File: config.mk
export PLATFORM = sky130hd
export DESIGN_NAME = pee_ctrl
export DESIGN_NICKNAME = d
export VERILOG_FILES = /design/src/rtl/pee_pkg.sv /design/src/rtl/pee_ctrl.sv
export SDC_FILE = /design/constraint.sdc
export NUM_CORES = 1
export LEC_CHECK = 0
export ABC_AREA = 1
export BUFFER_PORTS_ARGS = -buffer_cell sky130_fd_sc_hd__buf_4
export CAP_MARGIN = 15
export CELL_PAD_IN_SITES_DETAIL_PLACEMENT = 1
export CELL_PAD_IN_SITES_GLOBAL_PLACEMENT = 1
export CORE_MARGIN = 4
export CORE_UTILIZATION = 41
export CTS_BUF_LIST = sky130_fd_sc_hd__clkbuf_4
export CTS_CLUSTER_SIZE = 40
export DETAILED_ROUTE_END_ITERATION = 6
export PLACE_DENSITY_LB_ADDON = 0.12
export SLEW_MARGIN = 20
export SYNTH_ARGS = -nofsm -noshare
export SYNTH_HDL_FRONTEND = slang
export SYNTH_SLANG_ARGS = --single-unit
File: constraint.sdc
create_clock -name i_clk -period 2.94 [get_ports i_clk]
set_clock_uncertainty 0.1 [all_clocks]
set_input_delay 0.588 -clock i_clk [delete_from_list [all_inputs] [get_ports i_clk]]
set_output_delay 0.588 -clock i_clk [all_outputs]
set_load 0.005 [all_outputs]
File: src/rtl/pee_pkg.sv
// ----------------------------------------------------------------------------
// pee_pkg
// Shared constants and command types for the postfix evaluator.
// ----------------------------------------------------------------------------
`default_nettype none
package pee_pkg;
    localparam int STACK_DEPTH = 32;
    localparam int PTR_W       = $clog2(STACK_DEPTH);
    localparam int CNT_W       = $clog2(STACK_DEPTH + 1);

    localparam logic [7:0] C_PLUS  = 8'h2B;
    localparam logic [7:0] C_MINUS = 8'h2D;
    localparam logic [7:0] C_MUL   = 8'h2A;
    localparam logic [7:0] C_DIV   = 8'h2F;
    localparam logic [7:0] C_POW   = 8'h24;
    localparam logic [7:0] C_ZERO  = 8'h30;
    localparam logic [7:0] C_NINE  = 8'h39;

    typedef enum logic [2:0] {
        OP_ADD = 3'd0,
        OP_SUB = 3'd1,
        OP_MUL = 3'd2,
        OP_DIV = 3'd3,
        OP_POW = 3'd4
    } t_op;

    // Commands from controller to datapath.
    typedef struct packed {
        logic       ld_sym;    // latch the incoming transaction
        logic       rd_top;    // start a stack read at count-1
        logic       pop;       // take the read data as an operand
        logic       sel_rhs;   // the popped operand is the right one
        logic       push_dig;  // push the digit value
        logic       push_res;  // push the arithmetic result
        logic       start;     // start the arithmetic unit
        logic       flag_bad;  // record an unknown character
        logic       emit;      // load output register from the final pop
        logic       clear;     // clear the stack and flags
    } t_cmd;

    // Status from datapath to controller.
    typedef struct packed {
        logic       is_digit;
        logic       is_op;
        logic       last;
        logic       alu_done;
    } t_sts;
endpackage
`default_nettype wire

File: src/rtl/pee_ctrl.sv
// ----------------------------------------------------------------------------
// pee_ctrl
// Controller state machine sequencing pops, arithmetic, push and output.
// ----------------------------------------------------------------------------
`default_nettype none
module pee_ctrl import pee_pkg::*; (
    input  wire logic i_clk,
    input  wire logic i_rst_n,
    input  wire logic i_valid,
    input  wire logic i_out_stall,
    input  wire t_sts i_sts,
    output t_cmd      o_cmd,
    output logic      o_stall,
    output logic      o_valid
);
    typedef enum logic [9:0] {
        S_IDLE  = 10'b0000000001,
        S_DEC   = 10'b0000000010,
        S_RHS   = 10'b0000000100,
        S_RD2   = 10'b0000001000,
        S_LHS   = 10'b0000010000,
        S_GO    = 10'b0000100000,
        S_WAIT  = 10'b0001000000,
        S_FRD   = 10'b0010000000,
        S_FPOP  = 10'b0100000000,
        S_FIN   = 10'b1000000000
    } t_st;

    t_st  r_st, n_st;
    logic r_ovalid, n_ovalid;
    logic s_acc;

    assign s_acc   = i_valid && !o_stall;
    assign o_stall = (r_st != S_IDLE);
    assign o_valid = r_ovalid;

    always_comb begin
        n_st = r_st;
        n_ovalid = r_ovalid && i_out_stall;
        o_cmd = '0;
        unique case (r_st)
            S_IDLE: begin
                o_cmd.ld_sym = s_acc;
                if (s_acc) n_st = S_DEC;
            end
            S_DEC: begin
                if (i_sts.is_digit) begin
                    o_cmd.push_dig = 1'b1;
                    n_st = i_sts.last ? S_FRD : S_IDLE;
                end else if (i_sts.is_op) begin
                    o_cmd.rd_top = 1'b1;
                    n_st = S_RHS;
                end else begin
                    o_cmd.flag_bad = 1'b1;
                    n_st = i_sts.last ? S_FRD : S_IDLE;
                end
            end
            S_RHS: begin
                o_cmd.pop = 1'b1;
                o_cmd.sel_rhs = 1'b1;
                n_st = S_RD2;
            end
            S_RD2: begin
                o_cmd.rd_top = 1'b1;
                n_st = S_LHS;
            end
            S_LHS: begin
                o_cmd.pop = 1'b1;
                n_st = S_GO;
            end
            S_GO: begin
                // Both operands are registered now; start the ALU.
                o_cmd.start = 1'b1;
                n_st = S_WAIT;
            end
            S_WAIT: begin
                if (i_sts.alu_done) begin
                    o_cmd.push_res = 1'b1;
                    n_st = i_sts.last ? S_FRD : S_IDLE;
                end
            end
            S_FRD: begin
                o_cmd.rd_top = 1'b1;
                n_st = S_FPOP;
            end
            S_FPOP: begin
                if (!r_ovalid || !i_out_stall) begin
                    o_cmd.emit = 1'b1;
                    n_ovalid = 1'b1;
                    n_st = S_FIN;
                end
            end
            S_FIN: begin
                o_cmd.clear = 1'b1;
                n_st = S_IDLE;
            end
            default: n_st = S_IDLE;
        endcase
    end

    always_ff @(posedge i_clk) begin
        if (!i_rst_n) begin
            r_st     <= S_IDLE;
            r_ovalid <= 1'b0;
        end else begin
            r_st     <= n_st;
            r_ovalid <= n_ovalid;
        end
    end
endmodule
`default_nettype wire

# Word-level counts from Yosys, hierarchy flattened
# Index checks and enable logic that the tools add are counted.
dict set report op_classes {
  add_sub_neg 0
  mul 0
  div 0
  order_cmp 0
  n_eq_ne 14
  shifts 0
  n_mux 26
  bitwise_logic 0
  n_reduce_logical 9
}
# op n
set op_table {}
lappend op_table {{case mux 10 bit (9 select lines)} 1}
lappend op_table {{two-way mux 10 bit} 4}
lappend op_table {{two-way mux 1 bit} 18}
lappend op_table {{two-way mux 8 bit} 2}
lappend op_table {{== test 10 x 1 -> 1 bit, second input constant} 1}
lappend op_table {{== test 10 bit, second input constant} 1}
lappend op_table {{== test 10 x 2 -> 1 bit, second input constant} 1}
lappend op_table {{== test 10 x 3 -> 1 bit, second input constant} 1}
lappend op_table {{== test 10 x 4 -> 1 bit, second input constant} 1}
lappend op_table {{== test 10 x 5 -> 1 bit, second input constant} 1}
lappend op_table {{== test 10 x 6 -> 1 bit, second input constant} 1}
lappend op_table {{== test 10 x 7 -> 1 bit, second input constant} 1}
lappend op_table {{== test 10 x 8 -> 1 bit, second input constant} 1}
lappend op_table {{== test 10 x 9 -> 1 bit, second input constant} 1}
lappend op_table {{inequality test 10 x 1 -> 1 bit, second input constant} 1}
lappend op_table {{inequality test 2 bit, second input constant} 3}
lappend op_table {{OR reduction 2 bit} 2}
lappend op_table {{zero test 1 bit} 3}
lappend op_table {{AND reduction 3 bit} 1}
lappend op_table {{logical AND 1 bit} 2}
lappend op_table {{case mux 1 bit (2 select lines)} 1}
lappend op_table {{logical OR 1 bit} 1}
dict set report totals {
  ff_bits 11
  latch_bits 0
  ramBits 0
  rom_bits 0
  inputBits 8
  output_inout_bits 12
  wordCells 51
  memories 0
}

# Longest topological paths before layout
dict set report depth {
  word_depth 5
  depth_mapped 10
  ltp_nobuf 10
}

# Worst setup path before layout
# No wires, ideal clock.
dict set report synth_timing {
  kind {reg-to-output}
  start {register r_st[9]}
  end {output port o_cmd[2] (netlist name)}
  arrival_time_ps 952
  required_time_ps 2252
  setup_slack_ps 1300
  path_stages_with_launch 6
  n_path_buf 0
  cell_sequence {dfxtp_1 -> nor2_4 -> nand2_4 -> nor2_8 -> nand2_4 -> nor3_1}
}
# item line_no
set synth_rtl {}
lappend synth_rtl {{from (decl)} pee_ctrl.sv:29} ;# t_st r_st, n_st;
lappend synth_rtl {{from (signal assigned)} pee_ctrl.sv:106} ;# r_st <= n_st;
lappend synth_rtl {{to (decl)} pee_ctrl.sv:12} ;# output t_cmd o_cmd,

==> flow_summary.toml <==
[global_routing]
grtUsageMet3 = 0.0258
grt_use_met1 = 0.210
grt_pass1_vias = 755
grt_busiest_layer = "met2"
gr-usage-all-layers = 0.173
grt_pass1_wl_um = 3390
antenna_found_initial = 0
grt_max_degree = 10
met2_usage = 0.297
grt.overflow.total = 0

[power_and_ir_drop]
comb_power_share = 0.550
p_sw_frac = 0.456
power_frac_clock = 0.172
leakagePower_nw = 0.523
power.density_nw_per_um2 = 692
p_int_w = 0.000374
power_frac_seq = 0.278
p_switching_w = 0.000313
ir_drop_v = 0.000395

[setup_path]
rr_endpoint = "r_st[8]"
cp_cell_sequence = "nor2_4, nand2_4, nor3_4, inv_1, nor2_1, buf_4"
path_max_fanout = 3
critPathKind = "reg -> out"
required_ns = 2.25
start_kind = "flop"
worst-r2r-setup-slack_ns = 1.44
critPathCaptureType = "output pin"
rr_startpoint = "r_st[2]"
slowest_delay_ns = 0.36
reg2regPathDepth = 8
cpMaxStageDelayCell = "dfxtp_1"
cp.arrival_ns = 1.47

[clock_network]
htreeDepth = 1
clk_latency_ns = 0.27
holdBufCountCts = 0
cts_tree = "yes"
clockBufferDepth = 2
cts_resized = 0
cts.sinks = 11
cts-root-buf = "clkbuf_4"
cts_setup_buffers = 0
cts_buffers = 3
path_clk_slew_ns = 0.08

[timing]
hold_slack_ns = 0.387
slew_violations = 0
rsz0062_at_grt = "false"
finalSetupViolations = 0
maxSlewHeadroom = 0.793
fmax_mhz = 464
post-route-period-util = 0.733
hold_viol = 0
worst_pin_slew_ns = 0.310
tns_ns = 0
period_minus_slack_ns = 2.15

[logic_synthesis]
ys_ff_latch = 11
syn-mean-instance-area_um2 = 7.37
synth_area_um2 = 788
synth.distinct_cells = 23
yosysSeqAreaShare = 0.279
synth_nets = 115
netlist_instances = 107
yosys_warnings = 0

[final_layout]
mostFrequentLayoutCell = "nand2_1"
area.growth.synth_to_final_pct = 25.9
layout.nets = 139
final_cell_mix = "nand2_1, inv_1, buf_4"
layout-drive-gt1-share = 0.392
n_antenna_cell = 0

[placed_design]
detailed_place_hpwl_um = 1600
io_buffers = 19
finalWeightedCongestion = 0.806

[route]
drt_iter0_drc = 8
vias_per_cell = 4.81
detail_route.wl_per_cell_um = 12.6
num_vias = 746
drc = 0
ant_nets = 0
wl_um = 1950
first_pass_iters = 4

[floorplanning]
num_rows = 15
core_um2 = 1780
ios = 20
start_util = 0.442
fp.dieW_um = 51.8
die-height_um = 51.8
die_area_um2 = 2690

[min_path]
whs_path_depth = 2
min_to = "o_valid"
hold_start = "o_valid"
hold_path_class = "reg -> reg"

[outcome]
status = "finished clean"

[job]
cap_violations = 0
[flip-flops by register name (all words and copies together) (netlist names)]
name     cells
r_st        10
o_valid      1
[kinds of logic (layout without fill, tap and decap cells)]
kind of cell | count (synthesis) | count (layout) | synth area share
AO/OA/AOI/OAI | 4 | 4 | 0.0397
AND/OR/NAND/NOR | 71 | 71 | 0.575
buffers and inverters | 21 | 44 | 0.106
flip-flops | 11 | 11 | 0.279
[through the flow]
stage	instances	instance area, um2	util	setup WS, ns	power, W
6_report	155	992	0.556	0.786	0.000687
5_1_grt	155	992	0.556	0.682	0.000740
4_1_cts	155	992	0.556	0.773	0.000696
3_5_place_dp	151	962	0.540	1.05	0.000574
3_3_place_gp	151	962	0.540	1.08	0.000566
2_1_floorplan	107	788	-	1.30	0.000477
[cells in the mapped netlist]
master / number / area (um2)
dfxtp_1: 11 / 220
nor2_8: 1 / 20.0
and3_1: 1 / 6.26
nor3_2: 1 / 10.0
nand3_1: 2 / 10.0
nand4_1: 1 / 6.26
a21oi_1: 1 / 5.00
nor2_1: 15 / 56.3
o21ai_2: 1 / 8.76
inv_2: 1 / 3.75
nand2_1: 22 / 82.6
a21oi_2: 2 / 17.5
nand3_4: 2 / 35.0
nor3_1: 6 / 30.0
nor3_4: 1 / 16.3
nand3_2: 3 / 30.0
nand2_2: 4 / 25.0
nor2_4: 6 / 67.6
inv_1: 19 / 71.3
nand2_4: 4 / 45.0
inv_6: 1 / 8.76
nor2_2: 1 / 6.26
nor4_1: 1 / 6.26
[worst max-delay path: cells and delay by family, from the launching register on]
kind / cells / cell delay [ns]
buffers and inverters: 2 / 0.23
flip-flops: 1 / 0.36
AND/OR/NAND/NOR: 4 / 0.59
[per-layer routing]
metal	wire length [um]	vias to the layer above
met4	31	0
met3	96	4
met5	0	-
met1	875	349
li1	-	375
met2	949	18
[worst max-delay path by stage]
stage | from | endpoint | slack, ns | depth (start not counted)
2_1_floorplan | r_st[9] | o_cmd[2] | 1.30 | 5
3_3_place_gp | i_sts[3] | o_cmd[8] | 1.08 | 5
3_5_place_dp | i_sts[3] | o_cmd[8] | 1.05 | 5
4_1_cts | r_st[2] | o_cmd[4] | 0.77 | 6
5_1_grt | r_st[2] | o_cmd[4] | 0.68 | 6
6_report | r_st[2] | o_cmd[4] | 0.79 | 6
[power groups by stage]
stage,clock [W],combinational (W),sequential (W)
after global routing,0.000128,0.000416,0.000195
after global placement,0,0.000374,0.000193
after detailed placement,0,0.000380,0.000194
after CTS,0.000121,0.000384,0.000191
final,0.000118,0.000378,0.000191
after floorplan,0,0.000285,0.000192
[cell type report]
cell class / instances / area, um2
tap: 25 / 31.3
sequential: 11 / 220
timing repair buffer: 19 / 143
inverter: 21 / 83.8
fill: 248 / 791
clock buffer: 4 / 30.0
multi-input combinational: 75 / 484
(Power assumes the default switching activity.)
